**src/rtl/core/tid_pkg.sv**
```systemverilog
package tid_pkg;

    // Largest row count that one block may hold
    localparam int MAX_ROWS = 65536;

    localparam int ROW_W = 16;
    localparam int THR_W = 32;
    localparam int SAMPLE_W = 16;
    localparam int MODE_W = 2;
    localparam int CFG_IDX_W = 8;

    // Row counter stops here: min(MAX_ROWS - 1, all ones in ROW_W bits)
    localparam logic [ROW_W-1:0] ROW_LIMIT =
        (MAX_ROWS - 1 > (1 << ROW_W) - 1) ? {ROW_W{1'b1}} : ROW_W'(MAX_ROWS - 1);

    // Trigger modes
    localparam logic [MODE_W-1:0] MODE_RAISE_FALL  = 2'd0;
    localparam logic [MODE_W-1:0] MODE_RAISE_RAISE = 2'd1;
    localparam logic [MODE_W-1:0] MODE_EQUAL       = 2'd2;
    localparam logic [MODE_W-1:0] MODE_NOT_EQUAL   = 2'd3;

    // Configuration register indexes
    localparam logic [CFG_IDX_W-1:0] CFG_TRIGGER_MODE = 8'd0;
    localparam logic [CFG_IDX_W-1:0] CFG_THRESHOLD    = 8'd1;

    typedef struct packed {
        logic             active;
        logic [ROW_W-1:0] row;
        logic [ROW_W-1:0] start;
    } t_gate_state;

    typedef struct packed {
        logic             valid;
        logic [ROW_W-1:0] first_row;
        logic [ROW_W-1:0] last_row;
        logic             open_at_end;
    } t_result;

endpackage

```
**src/rtl/core/trigger_interval_detector_top.sv**
```systemverilog
// Trigger interval detector. Each input item is one row: s_axis_tdata[15:0] carries the
// unsigned sample and s_axis_tlast marks the last row of a data block. The sample is
// compared with the signed threshold; trigger_mode chooses how the gate opens and
// closes. A closing row yields an item with the interval from the opening row up to the
// row before it (tuser 0); a block that ends while the gate is open yields the interval
// up to that last row (tuser 1), and the gate stays open into the next block, which
// counts from row 0. Rows past the counter limit reuse the limit index. The block takes
// one row per cycle while the output is not stalled: a two-stage path (input register,
// then result register) with the combinational gate decision between them. Config
// writes (index 0 trigger_mode, 1 threshold) are always taken and belong to idle times.
module trigger_interval_detector_top (
    input  logic                              i_clk,
    input  logic                              i_rst_n,
    // input rows
    input  logic                              s_axis_tvalid,
    output logic                              s_axis_tready,
    input  logic [15:0]                       s_axis_tdata,   // [15:0] sample
    input  logic                              s_axis_tlast,   // block_end
    // intervals
    output logic                              m_axis_tvalid,
    input  logic                              m_axis_tready,
    output logic [31:0]                       m_axis_tdata,   // [15:0] first_row, [31:16] last_row
    output logic                              m_axis_tuser,   // open_at_end
    // configuration writes
    input  logic                              i_cfg_valid,
    output logic                              o_cfg_ready,
    input  logic [tid_pkg::CFG_IDX_W-1:0]     i_cfg_index,
    input  logic [tid_pkg::THR_W-1:0]         i_cfg_data
);
    import tid_pkg::*;

    logic [MODE_W-1:0]   r_mode;
    logic [THR_W-1:0]    r_threshold;
    t_gate_state         r_state;
    t_gate_state         n_state;
    t_result             n_result;

    logic                r_in_valid;
    logic [SAMPLE_W-1:0] r_in_sample;
    logic                r_in_last;

    logic                r_out_valid;
    logic [ROW_W-1:0]    r_out_first;
    logic [ROW_W-1:0]    r_out_last;
    logic                r_out_open;

    logic                out_free;
    logic                advance;

    // Output slot is free when empty or being taken this cycle
    assign out_free      = !r_out_valid || m_axis_tready;
    assign advance       = r_in_valid && out_free;
    assign s_axis_tready = !r_in_valid || out_free;
    assign o_cfg_ready   = 1'b1;

    // Store configuration registers, ignore unknown indexes
    always_ff @(posedge i_clk) begin
        if (!i_rst_n) begin
            r_mode      <= MODE_RAISE_FALL;
            r_threshold <= '0;
        end else if (i_cfg_valid) begin
            if (i_cfg_index == CFG_TRIGGER_MODE) begin
                r_mode <= i_cfg_data[MODE_W-1:0];
            end else if (i_cfg_index == CFG_THRESHOLD) begin
                r_threshold <= i_cfg_data;
            end
        end
    end

    // Capture input item
    always_ff @(posedge i_clk) begin
        if (!i_rst_n) begin
            r_in_valid <= 1'b0;
        end else if (s_axis_tready) begin
            r_in_valid <= s_axis_tvalid;
        end
    end

    always_ff @(posedge i_clk) begin
        if (s_axis_tvalid && s_axis_tready) begin
            r_in_sample <= s_axis_tdata[SAMPLE_W-1:0];
            r_in_last   <= s_axis_tlast;
        end
    end

    tid_eval u_eval (
        .i_state     (r_state),
        .i_mode      (r_mode),
        .i_threshold (r_threshold),
        .i_sample    (r_in_sample),
        .i_block_end (r_in_last),
        .o_state     (n_state),
        .o_result    (n_result)
    );

    // Advance gate state once per processed row
    always_ff @(posedge i_clk) begin
        if (!i_rst_n) begin
            r_state <= '0;
        end else if (advance) begin
            r_state <= n_state;
        end
    end

    // Hold result until taken
    always_ff @(posedge i_clk) begin
        if (!i_rst_n) begin
            r_out_valid <= 1'b0;
        end else if (out_free) begin
            r_out_valid <= advance && n_result.valid;
        end
    end

    always_ff @(posedge i_clk) begin
        if (advance && n_result.valid) begin
            r_out_first <= n_result.first_row;
            r_out_last  <= n_result.last_row;
            r_out_open  <= n_result.open_at_end;
        end
    end

    assign m_axis_tvalid = r_out_valid;
    assign m_axis_tdata  = {r_out_last, r_out_first};
    assign m_axis_tuser  = r_out_open;

`ifndef NO_ASSERTIONS
    a_row_limit: assert property (@(posedge i_clk) disable iff (!i_rst_n)
        r_state.row <= ROW_LIMIT)
        else $error("row counter beyond limit");

    a_block_restart: assert property (@(posedge i_clk) disable iff (!i_rst_n)
        advance && r_in_last |=> r_state.row == '0 && r_state.start == '0)
        else $error("block end did not restart row count");

    a_close_clears: assert property (@(posedge i_clk) disable iff (!i_rst_n)
        advance && n_result.valid && !n_result.open_at_end |=> !r_state.active)
        else $error("gate still active after close");

    a_open_end_active: assert property (@(posedge i_clk) disable iff (!i_rst_n)
        advance && n_result.valid && n_result.open_at_end |=> r_state.active)
        else $error("open interval reported with gate closed");

    a_stall_blocks_input: assert property (@(posedge i_clk) disable iff (!i_rst_n)
        r_in_valid && r_out_valid && !m_axis_tready |-> !s_axis_tready)
        else $error("input taken while pipeline stalled");
`endif

endmodule

```
**src/rtl/core/tid_eval.sv**
```systemverilog
module tid_eval (
    input  tid_pkg::t_gate_state                 i_state,
    input  logic [tid_pkg::MODE_W-1:0]           i_mode,
    input  logic [tid_pkg::THR_W-1:0]            i_threshold,
    input  logic [tid_pkg::SAMPLE_W-1:0]         i_sample,
    input  logic                                 i_block_end,
    output tid_pkg::t_gate_state                 o_state,
    output tid_pkg::t_result                     o_result
);
    import tid_pkg::*;

    logic signed [THR_W:0] sample_s;
    logic signed [THR_W:0] thr_s;
    logic                  gt;
    logic                  eq;
    logic                  lt;
    logic                  open_hit;
    logic                  close_hit;
    logic                  active_mid;
    logic [ROW_W-1:0]      start_mid;

    // Compare the unsigned sample with the signed level on a common signed width
    assign sample_s = $signed({{(THR_W + 1 - SAMPLE_W){1'b0}}, i_sample});
    assign thr_s    = $signed({i_threshold[THR_W-1], i_threshold});
    assign gt = sample_s > thr_s;
    assign eq = sample_s == thr_s;
    assign lt = sample_s < thr_s;

    // Pick the open and close conditions for the mode
    always_comb begin
        unique case (i_mode)
            MODE_RAISE_FALL: begin
                open_hit  = gt;
                close_hit = lt;
            end
            MODE_RAISE_RAISE: begin
                open_hit  = gt;
                close_hit = gt;
            end
            MODE_EQUAL: begin
                open_hit  = eq;
                close_hit = !eq;
            end
            default: begin
                open_hit  = !eq;
                close_hit = eq;
            end
        endcase
    end

    // One decision per row: open when idle, close when active, then handle block end
    always_comb begin
        o_result             = '0;
        active_mid           = i_state.active;
        start_mid            = i_state.start;
        o_result.first_row   = i_state.start;
        o_result.last_row    = i_state.row - ROW_W'(1);
        if (!i_state.active) begin
            if (open_hit) begin
                active_mid = 1'b1;
                start_mid  = i_state.row;
            end
        end else if (close_hit) begin
            o_result.valid = 1'b1;
            active_mid     = 1'b0;
        end

        o_state.active = active_mid;
        if (i_block_end) begin
            if (active_mid) begin
                o_result.valid       = 1'b1;
                o_result.first_row   = start_mid;
                o_result.last_row    = i_state.row;
                o_result.open_at_end = 1'b1;
            end
            o_state.row   = '0;
            o_state.start = '0;
        end else begin
            o_state.start = start_mid;
            o_state.row   = (i_state.row < ROW_LIMIT) ? i_state.row + ROW_W'(1) : i_state.row;
        end
    end

endmodule
```
**config.mk**
```make
export PLATFORM = sky130hd
export DESIGN_NAME = trigger_interval_detector_top
export DESIGN_NICKNAME = d
export VERILOG_FILES = /design/src/rtl/core/tid_pkg.sv /design/src/rtl/core/trigger_interval_detector_top.sv /design/src/rtl/core/tid_eval.sv
export SDC_FILE = /design/constraint.sdc
export NUM_CORES = 1
export LEC_CHECK = 0
export BUFFER_PORTS_ARGS = -buffer_cell sky130_fd_sc_hd__buf_2
export CAP_MARGIN = 20
export CORE_ASPECT_RATIO = 0.8
export CORE_MARGIN = 2
export CORE_UTILIZATION = 59
export CTS_CLUSTER_DIAMETER = 30
export DETAILED_ROUTE_END_ITERATION = 12
export MAX_ROUTING_LAYER = met4
export PLACE_DENSITY = 0.84
export SYNTH_ARGS = -nofsm -noshare
export SYNTH_HDL_FRONTEND = slang
export SYNTH_SLANG_ARGS = --single-unit
```
**constraint.sdc**
```tcl
create_clock -name i_clk -period 7.25 [get_ports i_clk]
set_clock_uncertainty 0.1 [all_clocks]
set_input_delay 1.0875 -clock i_clk [delete_from_list [all_inputs] [get_ports i_clk]]
set_output_delay 1.0875 -clock i_clk [all_outputs]
set_load 0.005 [all_outputs]
```
==> results of run 1 <==
-- cell usage in the layout, fill, tap and decap left out, drive strengths merged, types with 4 or more instances in the layout --
cell type / n
buf: 100
nand2: 79
dfxtp: 69
edfxtp: 50
a21boi: 32
inv: 26
nor2: 25
xor2: 22
ha: 18
clkbuf: 17
mux2: 17
a22o: 16
nor4: 11
a21oi: 9
nand3: 9
nand4: 9
xnor2: 9
nor2b: 8
and2: 6
clkinv: 5
o21a: 4
mux2i: 4
nand2b: 4
clkinvlp: 4
-- metal layers --
layer  share of wire (%)  vias up  wire length [µm]  global-route usage [%]
li1                    -     1922                 -                       -
met1                  44     1876              5210                    31.2
met2                  48      170              5690                    40.5
met3                 6.9       23               826                    6.58
met4                 1.9        0               223                    12.4
met5                   0        -                 0                       -
-- metrics by stage --
| stage | hold WS, ns | worst slack (ns) | instances | instance area, µm² |
|---|---|---|---|---|
| detailed placement | 0.357 | 3.82 | 677 | 5890 |
| finish | 0.362 | 3.74 | 712 | 6500 |
| CTS | 0.367 | 3.79 | 709 | 6460 |
| global route | 0.384 | 3.59 | 712 | 6500 |
| floorplan | 0.337 | 4.04 | 497 | 5400 |
| global placement | 0.351 | 3.97 | 677 | 5890 |
-- registers in the layout (all words and copies together), names as in the netlist --
| register | count |
|---|---|
| m_axis_tvalid | 1 |
| r_mode | 2 |
| r_in_valid | 1 |
| r_out_last | 16 |
| r_state | 33 |
| m_axis_tuser | 1 |
| r_threshold | 32 |
| r_in_last | 1 |
| r_in_sample | 16 |
| r_out_first | 16 |
-- worst min path at each step --
stage	startpoint	endpoint	slack, ns	cells past startpoint
after global placement	r_state[4]	r_state[4]	0.35	1
after detailed placement	r_state[8]	r_state[8]	0.36	1
after floorplan	r_state[0]	r_state[0]	0.34	1
after global routing	r_state[5]	r_state[5]	0.38	1
after CTS	r_threshold[13]	r_threshold[13]	0.37	2
final	r_threshold[13]	r_threshold[13]	0.36	2
-- critical path, delay by kind of cell, from the launching register on --
family	cells	cell delay [ns]
DFF	1	0.38
muxes	1	0.45
AOI/OAI and AO/OA	2	0.69
and+or+nand+nor	4	1.25
adders and majority gates	1	0.37
-- layout make-up --
type	count	share of cell area (%)
timing repair buffer	100	8.14
tap	115	2.21
multi-input combinational	324	35.2
clock inverter	15	2.35
inverter	22	1.27
clock buffer	17	6.54
sequential	119	44.3
-- power by group through the flow --
stage / Clock [mW] / Combinational (mW) / Sequential (mW)
floorplan: 0 / 0.0638 / 0.731
global placement: 0 / 0.0957 / 0.732
detailed placement: 0 / 0.0989 / 0.732
CTS: 0.820 / 0.101 / 0.718
global route: 0.851 / 0.111 / 0.719
finish: 0.817 / 0.102 / 0.718
-- logic make-up after synthesis --
group	after synthesis	synth area share, %
buffers and inverters	54	4.22
muxes	21	4.98
and+or+nand+nor	171	15.9
DFF	119	53.4
other	1	0.0695
adders and majority gates	18	4.17
xor gates and xnor gates	31	5.17
AOI/OAI and AO/OA	82	12.1
-- cells in the mapped netlist (all sizes together) (11+ instances only) --
cell and instances:
a22o 16, mux2 17, dfxtp 69, nor2 25
xor2 22, ha 18, inv 22, a21boi 32
clkbuf 23, edfxtp 50, nand2 79, nor4 11
==> results.txt, run 1 <==
The run finished with clean final reports. The path depth of the worst reg2reg path came out at 8. In the final design database the tool counted 664 nets. The most used flip-flop cell after synthesis is dfxtp_1. In this run switching power makes up 22.7% of total power. The end of the worst register-to-register path is r_out_first[12]. STA classifies the critical path startpoint as a flip-flop. The CTS sink count came out at 119.

The number of library cell types mapped by synthesis came out at 59. In this run the count of I/O pins placed on the die edge is 98. The total of endpoints with negative setup slack in the final report is 0.

The area of combinational cells with multiple inputs is 2290 µm². The total routing resource utilization after global routing came out at 25.6%. The combined area of all synthesized cells came out at 5400 µm². The clock tree root buffer cell is clkbuf_16. The transition time of the tightest slew-check pin came out at 0.968 ns. The launching point of the worst reg2reg path is r_in_sample[15]. The relative max-transition margin is 35.4%. The internal power of the cells totals 1.26 mW.

In the synthesized netlist, the number of instances is 497. The number of antenna-violating nets in the routed design is 0. The layout has 593 filler cells.

Measured on the finished design, the core utilization comes to 72.6%. The initial core utilization came out at 60.3%. The number of global-route vias before repair is 3981.

In this run, synthesis produced a sequential element count of 119. Wires add up to 11.9 mm. The share of flip-flops with an asynchronous set or reset after synthesis came out at 0%.

The share of total power in sequential cells is 43.9%. The die height is 89.6 µm. The number of buffers created by CTS came out at 17. Summed over all failing endpoints, the final setup total negative slack is 0 ns. The worst-skew pair later-pin latency is 0.40 ns. The most critical setup path has its endpoint at r_out_first[12].

The global-route wire length before repair is 19.1 mm. The area used by sequential logic in the layout is 2880 µm². The number of failing hold endpoints at the final stage came out at 0. Setup repair after global routing left no endpoint under its margin. In the post-synthesis netlist, the biggest area contributors are edfxtp_1 28%, dfxtp_1 26%, nand2_1 5.4%. The number of synthesized flops with an enable pin is 50. The worst setup path is of the flip-flop to flip-flop kind. The post-synthesis to final-layout area growth is 20.5%. TritonCTS built the clock tree. The total overflow reported by the global router came out at 0. For this design, the slowest cell found on the critical path is or3_1. The data arrival time of the critical path came out at 3.56 ns. Once detailed placement completed, the half-perimeter wirelength came to 7.74 mm. The total via count after detailed routing came out at 3991. The number of antenna violations at the first check in global routing came out at 0.

The number of antenna diodes in the final layout is 0. The maximum count of clock buffers along a single path is 2. The post-route total power came out at 1.64 mW. The leakage component of the power is 2.59 nW. After layout, the worst path uses 48.4% of the clock period. The part of the total power dissipated in combinational logic is 6.2%.

The Yosys warning count came out at 0. In this run the worst path has a maximum fanout of 16. The number of max-cap violations is 0. The core region area came out at 8960 µm². The endpoint required time on the critical path is 7.30 ns. The clock tree synthesis step divided the H-tree into 4 levels. In this run the worst hold path is classified as flip-flop to flip-flop.

The number of remaining DRC errors came out at 0. The maximum resistive drop on vdd is 0.000131 V. The post-CTS repair timing setup buffer count came out at 0. The number of gates given a new drive strength after cts is 0. Synthesis produced a netlist with a net count of 577.

The cts-stage hold buffer count is 0. The share of cells above drive strength 1 is 26.8%. The first-pass detailed-route iteration total came out at 5. The power per cell area came out at 252 nW/µm². Setup slack on the worst reg-to-reg path comes out at 3.74 ns. The die covers 9940 µm². The delay of the slowest cell on the worst path is 0.72 ns. The synthesized area divided by synthesized cell count came out at 10.9 µm².

The kind of end point of the critical path is a flip-flop. The smallest clock period supported by the final layout is computed as 3.51 ns. The count of final max-slew check failures came out at 0.

The clock network accounts for 49.9% of the total power. The largest total area in the synthesized netlist belongs to edfxtp_1. The highest achievable clock rate came out at 285 MHz. The width of the chip came out at 111 µm. The pin count of the biggest net entering global routing came out at 43. The net switching power came out at 0.372 mW. The average wire per cell in the routed design came out at 16.8 µm. The critical path goes through ha_1, nand4_2, a2111o_1, a31oi_2, nand3_1, and2_1, or3_1, mux2_4. The share of the synthesized area in the top cell type came out at 27.8%. The count of input and output buffers came out at 96.

Tracing the worst setup path back leads to its startpoint at r_in_sample[15]. The number of rows in the core area came out at 31. Dividing the detail-routed via count by the number of cells gives 5.61. The clock edge transition at the registers on the reported setup and hold paths came out at 0.05 ns. The iteration-0 DRC count of the detailed router came out at 421. Of the synthesized area, sequential elements account for 53.4%.

The congestion estimate from routability-driven global placement came to 0.842.
No activity file was read; power rests on OpenSTA's default activity.
==> run 2, diff against run 1 <==
- ABC_AREA: not set -> 1
- CORE_UTILIZATION: 59 -> 56
- PLACE_DENSITY: 0.84 -> 0.8
- clock period: 7.25 -> 3.3 ns (I/O delays scaled with it)
==> run 2 against run 1 <==
  * Register-to-register slack got worse by 3.2 ns
  * Final area increased by 3.5%
  * Worst setup slack got worse by 3.2 ns
  * Die area increased by 9.4%
  * Synthesized cell count increased by 36%
==> results.txt, run 2 <==
Walking the worst path, the cells encountered are ha_1, nand2_1, nor2_1, nand4_1, nor2_1, nand2_2, clkinv_1, nand2_1, nand3_1, nand3_2, nand2_1, nand2_1, inv_1, buf_12. The post-detailed-routing wire length is 13.1 mm (+9.9%). The total overflow reported by the global router is 0 (unchanged). The number of max-cap violations came out at 0 (unchanged). The root buffer cell chosen for the clock tree is clkbuf_16. The worst hold path depth is 1 (-1). The number of antenna violations at the first check in global routing came to 0 (unchanged). The clock edge transition at the registers on the reported setup and hold paths is 0.05 ns (about the same). The worst-skew pair later-pin latency is 0.42 ns (+0.02 ns).

The number of synthesized flops with an enable pin is 50 (unchanged). The number of instances in the synthesized netlist is 677 (+36%). The pin count of the biggest net entering global routing is 39 (-9.3%).

The nature of the critical path startpoint is a flip-flop. The number of antenna-violating nets in the routed design is 0 (unchanged). The number of diodes was 0 (unchanged). The synthesized area divided by synthesized cell count was 8.31 µm² (-24%). The delay of the slowest cell on the worst path is 0.37 ns (-0.35 ns). The path depth of the worst reg2reg path came to 14 (+6).

TritonCTS built the clock tree. The Yosys warning count came out at 0 (unchanged). The count of final max-slew check failures came out at 0 (unchanged). The count of input and output buffers is 96 (unchanged). By startpoint and endpoint, the worst setup path is classified as flip-flop to flip-flop.

The initial core utilization is 58.0% (-2.2 points). The number of gates given a new drive strength after cts came out at 0 (unchanged). The number of failing hold endpoints at the final stage came to 0 (unchanged). The endpoint identified for the worst register-to-register timing path is r_out_first[2]. The register bit count reported by yosys is 119 (unchanged). The setup TNS came to 0 ns (unchanged). In the post-synthesis netlist, the biggest area contributors are edfxtp_1 27%, dfxtp_1 25%, nand2_1 7.9%. The global-route wire length before repair came out at 21.5 mm (+13%). The number of global-route vias before repair came out at 4665 (+17%). The data arrival time of the critical path came to 2.81 ns (-0.75 ns).

The die height is 93.6 µm (+4.6%). The synthesized net count came out at 757 (+31%). The share of flip-flops with an asynchronous set or reset after synthesis came out at 0% (unchanged).

The number of buffers created by CTS came to 17 (unchanged). The flip-flop count of the largest register, all copies and words added came out at 33 (unchanged). In this run the worst setup path begins at r_in_sample[7].

The total routing resource utilization after global routing came out at 26.4% (+0.86 points). The die area came out at 10900 µm² (+9.4%). The total of endpoints with negative setup slack in the final report came to 0 (unchanged). The library cell with the largest summed area after synthesis is edfxtp_1. The leakage component of the power is 2.86 nW (+11%). The maximum resistive drop on vdd came out at 0.000460 V (+250%). The post-detailed-route via-to-cell ratio came out at 5.38 (-4.0%). The flow ran to the end, and the final reports show no timing, DRC or antenna violations. The top cell types in the final layout, fill and taps aside, are 119 x nand2_1, 96 x buf_2, 80 x inv_1. The core region area is 9690 µm² (+8.1%). Among all cell types in the netlist, the one instantiated most often is nand2_1. The iteration-0 DRC count of the detailed router was 411 (-2.4%). The average wire per cell in the routed design is 14.3 µm (-15%).

The worst hold margin is 0.147 ns (-0.215 ns). The number of library cell types mapped by synthesis came to 32 (-46%). The register-to-register path setup slack came out at 0.50 ns (-3.24 ns). The width of the chip is 116 µm (+4.6%).

In this run the most critical hold path is launched from s_axis_tdata[6]. The total via count after detailed routing was 4955 (+24%). The cell that appears most often on the critical path is nand2_1. The worst setup path is captured at a flip-flop. The highest net fanout along the worst path came to 26 (+10). The number of nets in the final layout is 852 (+28%).

The most frequent standard cell in the layout excluding fill and tap cells is nand2_1. The shortest period the worst path allows is 2.80 ns (-0.714 ns). The post-CTS repair timing setup buffer count is 0 (unchanged). The largest registers in the layout are r_state (33), r_threshold (32). The transition time of the tightest slew-check pin came out at 0.802 ns (-0.167 ns).

In this run the worst hold path is classified as input pin to flip-flop. The CTS sink count came out at 119 (unchanged). The endpoint required time on the critical path is 3.32 ns (-3.98 ns). The maximum level of the CTS H-tree came out at 4 (unchanged). The top-level port count came out at 98 (unchanged).

The share of synthesized area occupied by flip-flops and latches is 51.3% (-2.1 points). The power per cell area came out at 543 nW/µm² (+120%). The slowest cell on the critical path is edfxtp_1.

The half-perimeter wire length of the detailed placement result is 8.85 mm (+14%). The first-pass detailed-route iteration total came to 6 (+1). The final design instance area without fill came out at 6730 µm² (+3.5%). The portion of the clock cycle consumed by the worst path in the final layout came to 84.7% (+36 points). The number of rows in the core area came out at 32 (+3.2%).

The worst hold path terminates at r_in_sample[6]. In the synthesized netlist the dominant register cell turns out to be dfxtp_1. The maximum count of clock buffers along a single path came out at 2 (unchanged).

By count the netlist is led by 119 x nand2_1, 80 x inv_1, 78 x nand3_1. The combined area of all synthesized cells is 5620 µm² (+4.2%). The share of cells above drive strength 1 came out at 19.7% (-7.1 points). Counting flops per register, the top entry is r_state.

The total placed instance area came out at 6170 µm² (+4.9%). Relative to the synthesized area, the layout overhead comes to 19.7%. The highest achievable clock rate is 358 MHz (+26%). The relative max-transition margin came out at 46.5% (+11 points). The share of the synthesized area in the top cell type is 26.7% (-1.1 points).

The number of remaining DRC errors came out at 0 (unchanged). Setup repair after global routing left no endpoint under its margin. The routability-driven placement congestion ratio is 0.881 (+4.6%).

The cts-stage hold buffer count came out at 0 (unchanged). The startpoint identified for the worst register-to-register timing path is r_in_sample[7].
run 2: cell count changes after synthesis, sizes merged, moves of 9 or more:
cell    delta
nand3     +74
xnor2      -9
inv       +61
a21boi    -32
a21oi     +48
xor2      -18
mux2      -17
nor2      +34
o21ai     +60
a22o      -16
nand2     +55
clkbuf    -10
run 2: per-layer routing:
layer	vias up	track usage, %	part of all wire, %
met1	2240	35.2	45
met4	0	8.83	1.6
li1	2445	-	-
met2	240	39.9	46
met3	30	6.42	7.4
met5	-	-	0
run 2: critical path, delay by kind of cell, from the launching register on:
family / cells / cell delay, ns
AND/OR/NAND/NOR: 10 / 1.06
adder cells (fa/ha/maj): 1 / 0.31
buffers and inverters: 3 / 0.64
flip-flops: 1 / 0.37
run 2: stage by stage:
step / power (mW) / setup slack, ns / std cells / utilization [%]
3_5_place_dp: 1.97 / 0.501 / 889 / 63.7
4_1_cts: 3.67 / 0.506 / 921 / 69.5
6_report: 3.66 / 0.504 / 921 / 69.5
2_1_floorplan: 1.86 / 0.601 / 677 / -
5_1_grt: 3.79 / 0.246 / 921 / 69.5
3_3_place_gp: 1.95 / 0.699 / 889 / 63.7
run 2: area by class of cell:
cell class	count	area (µm²)
Multi-Input combinational cell	447	2260
Clock buffer	25	517
Clock inverter	7	41.3
Timing Repair Buffer	102	538
Sequential cell	119	2880
Tap cell	136	170
Fill cell	732	2960
Inverter	85	319
run 2: report_power, final:
group,internal (mW),leakage [nW],switching (mW)
combinational,0.122,1.56,0.221
sequential,1.59,1.03,0.0140
clock,1.08,0.276,0.637
total,2.79,2.86,0.872
run 2: kinds of logic (layout without fill, tap and decap cells):
group | after synthesis | after routing | synth area share, %
and+or+nand+nor | 301 | 301 | 24.5
AOI/OAI and AO/OA | 123 | 123 | 11.1
DFF | 119 | 119 | 51.3
buffers and inverters | 111 | 219 | 8.48
adders and majority gates | 18 | 18 | 4.00
xor gates and xnor gates | 4 | 4 | 0.623
other | 1 | 1 | 0.0667
run 2: how the worst max path moves through the flow:
stage	endpoint	slack, ns
finish	r_out_first[2]	0.50
global route	r_out_first[12]	0.25
CTS	r_out_first[4]	0.51
detailed placement	r_out_first[2]	0.50
global placement	r_out_first[3]	0.70
floorplan	m_axis_tuser	0.60
==> run 3, diff against run 2 <==
- CORE_UTILIZATION: 56 -> 51
- PLACE_DENSITY: 0.8 -> 0.77
- clock period: 3.3 -> 2.5 ns (I/O delays scaled with it)
==> run 3 against run 2 <==
  * The run now ends with negative setup slack left
  * Register-to-register slack worse by 0.61 ns
  * Combinational power up 88%
  * Wire length up 12%
  * Worst setup slack worse by 0.61 ns
  * Sequential power grew 32%
  * Final area is 11% higher
  * Critical path depth rose by 3
  * Sequential share of layout area fell by 4.2 points
  * Sequential cell count unchanged
  * Fmax increased by 7.3%
  * Via count is 4.4% higher
  * Core utilization down 0.33 points
  * Critical endpoint is now r_out_first[3]
  * Largest cell class unchanged
  * Largest power group unchanged
==> results.txt, run 3 (synthesis results as in run 2) <==
The pin count of the biggest net entering global routing is 50 (+28%). The path depth of the worst reg2reg path came to 17 (+3). The setup TNS is -3.36 ns (-3.36 ns). The clock tree from TritonCTS is yes. The post-detailed-route via-to-cell ratio is 5.47 (+1.6%). The delay of the slowest cell on the worst path is 0.37 ns (about the same).

The maximum resistive drop on vdd was 0.000771 V (+68%). The worst setup path is of the flip-flop to flip-flop kind. The number of max-cap violations is 0 (unchanged). The post-route total power came out at 4.98 mW (+36%). The portion of the clock cycle consumed by the worst path in the final layout came to 104% (+20 points). The endpoint required time on the critical path is 2.52 ns (-0.80 ns). The number of antenna-violating nets in the routed design came to 0 (unchanged). The count of input and output buffers is 96 (unchanged). The highest net fanout along the worst path is 8 (-69%).

The area of combinational cells with multiple inputs is 2830 µm² (+25%). The path class of the tightest hold or removal check is input pin to flip-flop. The worst setup path is launched from a flip-flop. The final reports fail on negative setup slack. The flip-flop count of the largest register, all copies and words added came out at 33 (unchanged).

The total via count after detailed routing is 5172 (+4.4%). The count of final max-slew check failures came out at 0 (unchanged). The core region area came out at 10800 µm² (+12%).

r_state holds more flip-flops than any other register. The global-route wire length before repair came out at 21.7 mm (+0.90%). The number of diodes is 0 (unchanged). Broken down by cell family, the worst path's largest delay share belongs to simple AND/OR/NAND/NOR gates.

The width of the chip is 121 µm (+4.6%). The number of nets in the final layout came out at 869 (+2.0%). The cts-stage hold buffer count is 0 (unchanged). The routability-driven placement congestion ratio is 0.843 (-4.2%).

The run finished, with violations left. The maximum level of the CTS H-tree is 4 (unchanged). The number of rows in the core area is 34 (+6.3%). The die area is 11900 µm² (+9.4%). The worst hold path depth was 1 (unchanged). Compared with the post-synthesis result, the final layout area differs by 32.9%. The final cell utilization of the core came out at 69.2% (-0.33 points). The number of buffers created by CTS is 17 (unchanged). The largest registers in the layout are r_state (33), r_threshold (32). The half-perimeter wire length of the detailed placement result came out at 8.74 mm (-1.3%).

The launching point of the worst reg2reg path is r_in_sample[9]. The number of antenna violations at the first check in global routing is 0 (unchanged). The worst hold margin is 0.0391 ns (-0.108 ns). The leakage component of the power was 3.11 nW (+8.6%). The share of cells above drive strength 1 is 31.2% (+11 points).

The area used by sequential logic in the layout is 2880 µm² (unchanged). The total overflow reported by the global router came out at 0 (unchanged). The register-to-register path setup slack came out at -0.11 ns (-0.61 ns). Setup repair after global routing could not meet its margin everywhere. The clock tree root buffer cell is clkbuf_16.

The first-pass detailed-route iteration total came to 5 (-1). The worst hold path begins at s_axis_tdata[8]. The number of remaining DRC errors was 0 (unchanged). The iteration-0 DRC count of the detailed router is 444 (+8.0%). The average wire per cell in the routed design came out at 15.6 µm (+9.4%). The highest achievable clock rate is 384 MHz (+7.3%). The transition time of the tightest slew-check pin is 0.756 ns (-0.0459 ns). The slowest stage of the critical path is the edfxtp_1 cell. The relative max-transition margin came to 49.6% (+3.1 points).

The worst setup path is captured at a flip-flop. The top-level port count is 98 (unchanged). The total of endpoints with negative setup slack in the final report is 47 (+47). The clock edge transition at the registers on the reported setup and hold paths came out at 0.05 ns (about the same).

The post-detailed-routing wire length came out at 14.8 mm (+12%). The final setup slack of the worst path was -0.106 ns (-0.610 ns). The initial core utilization is 52.0% (-6.0 points). The critical path goes through ha_1, nand2_1, nand2_1, nand3_1, nand2_1, a21oi_2, nand2_1, nand2_1, nand2_2, nand2_2, nand2_2, nand2_2, nand3_4, nand2_2, nand2_4, clkinvlp_4, clkbuf_16. The die height came out at 97.9 µm (+4.6%). The total routing resource utilization after global routing is 23.9% (-2.6 points). The worst path buffer plus inverter count is 2 (-1).

The number of failing hold endpoints at the final stage came to 0 (unchanged). The total of fill cells in the finished design came out at 795 (+8.6%). The end of the worst register-to-register path is r_out_first[3]. In the layout the commonest cells are 96 x nand2_1, 96 x buf_2, 76 x inv_1. The data arrival time of the critical path is 2.63 ns (-0.18 ns). The hold path endpoint is r_in_sample[8]. The worst-skew pair later-pin latency came out at 0.41 ns (about the same).

The CTS sink count came out at 119 (unchanged). The power per cell area was 666 nW/µm² (+23%). The number of global-route vias before repair came out at 4735 (+1.5%). The shortest period the worst path allows is 2.61 ns (-0.190 ns). The maximum count of clock buffers along a single path came out at 2 (unchanged).
## run 3: cell types whose count changed in the layout (fill, tap and decap cells not counted), moves of 5 or more
cell,previous run,this run
clkbuf_1,3,9
ha_4,0,6
nand3_1,78,39
nand2_1,119,96
nand3_2,3,28
buf_4,5,10
o21ai_0,56,41
nand3_4,2,19
o21ai_1,7,20
nand2_2,14,34
ha_1,18,12
## run 3: worst reg2reg max path, cell delays in order, from the launching register on
cell and delay [ns]:
edfxtp_1 0.37, ha_1 0.32, nand2_1 0.07, nand2_1 0.06
nand3_1 0.09, nand2_1 0.07, a21oi_2 0.14, nand2_1 0.06
nand2_1 0.08, nand2_2 0.10, nand2_2 0.10, nand2_2 0.06
nand2_2 0.07, nand3_4 0.11, nand2_2 0.10, nand2_4 0.06
clkinvlp_4 0.16, clkbuf_16 0.19
## run 3: power by group
| group | total [mW] | switching (mW) | internal (mW) |
|---|---|---|---|
| logic | 0.644 | 0.392 | 0.252 |
| clock network | 2.21 | 0.807 | 1.41 |
| registers | 2.12 | 0.0225 | 2.10 |
## run 3: worst max-delay path by stage
stage / start / endpoint / slack (ns) / depth (start not counted)
3_3_place_gp: r_in_sample[7] / r_out_last[0] / 0.05 / 13
6_report: r_in_sample[9] / r_out_first[3] / -0.11 / 17
3_5_place_dp: r_in_sample[7] / r_out_last[0] / -0.05 / 11
5_1_grt: r_in_sample[13] / r_out_first[2] / -0.25 / 17
4_1_cts: r_in_sample[5] / r_out_last[8] / -0.05 / 16
2_1_floorplan: r_in_sample[7] / m_axis_tuser / -0.03 / 14
## run 3: stage by stage
stage               instances  setup slack, ns  instance area, µm²
global placement          901           0.0478                6230
floorplan                 677          -0.0297                5640
detailed placement        901          -0.0485                6230
global route              946           -0.246                7470
CTS                       937          -0.0513                6840
finish                    946           -0.106                7470
## run 3: cell type report
class | instances | area share [%]
well taps | 144 | 2.41
inverters | 85 | 4.35
repair buffers | 115 | 9.61
clock buffers | 29 | 7.00
flip-flops and latches | 119 | 38.6
clock inverters | 3 | 0.218
multi-input cells | 451 | 37.8
## run 3: timing repair
action,in CTS,in global routing
endpoints found under the setup margin,49,68
cloned,2,5
buffers inserted,2,4
gates resized for setup,5,121
pin swaps,3,36
## run 3: per-layer routing
metal / GRT usage [%] / vias up / wire, µm
li1: - / 2497 / -
met1: 31.0 / 2450 / 6470
met2: 36.8 / 198 / 7060
met3: 5.20 / 27 / 900
met4: 8.93 / 0 / 325
met5: - / - / 0
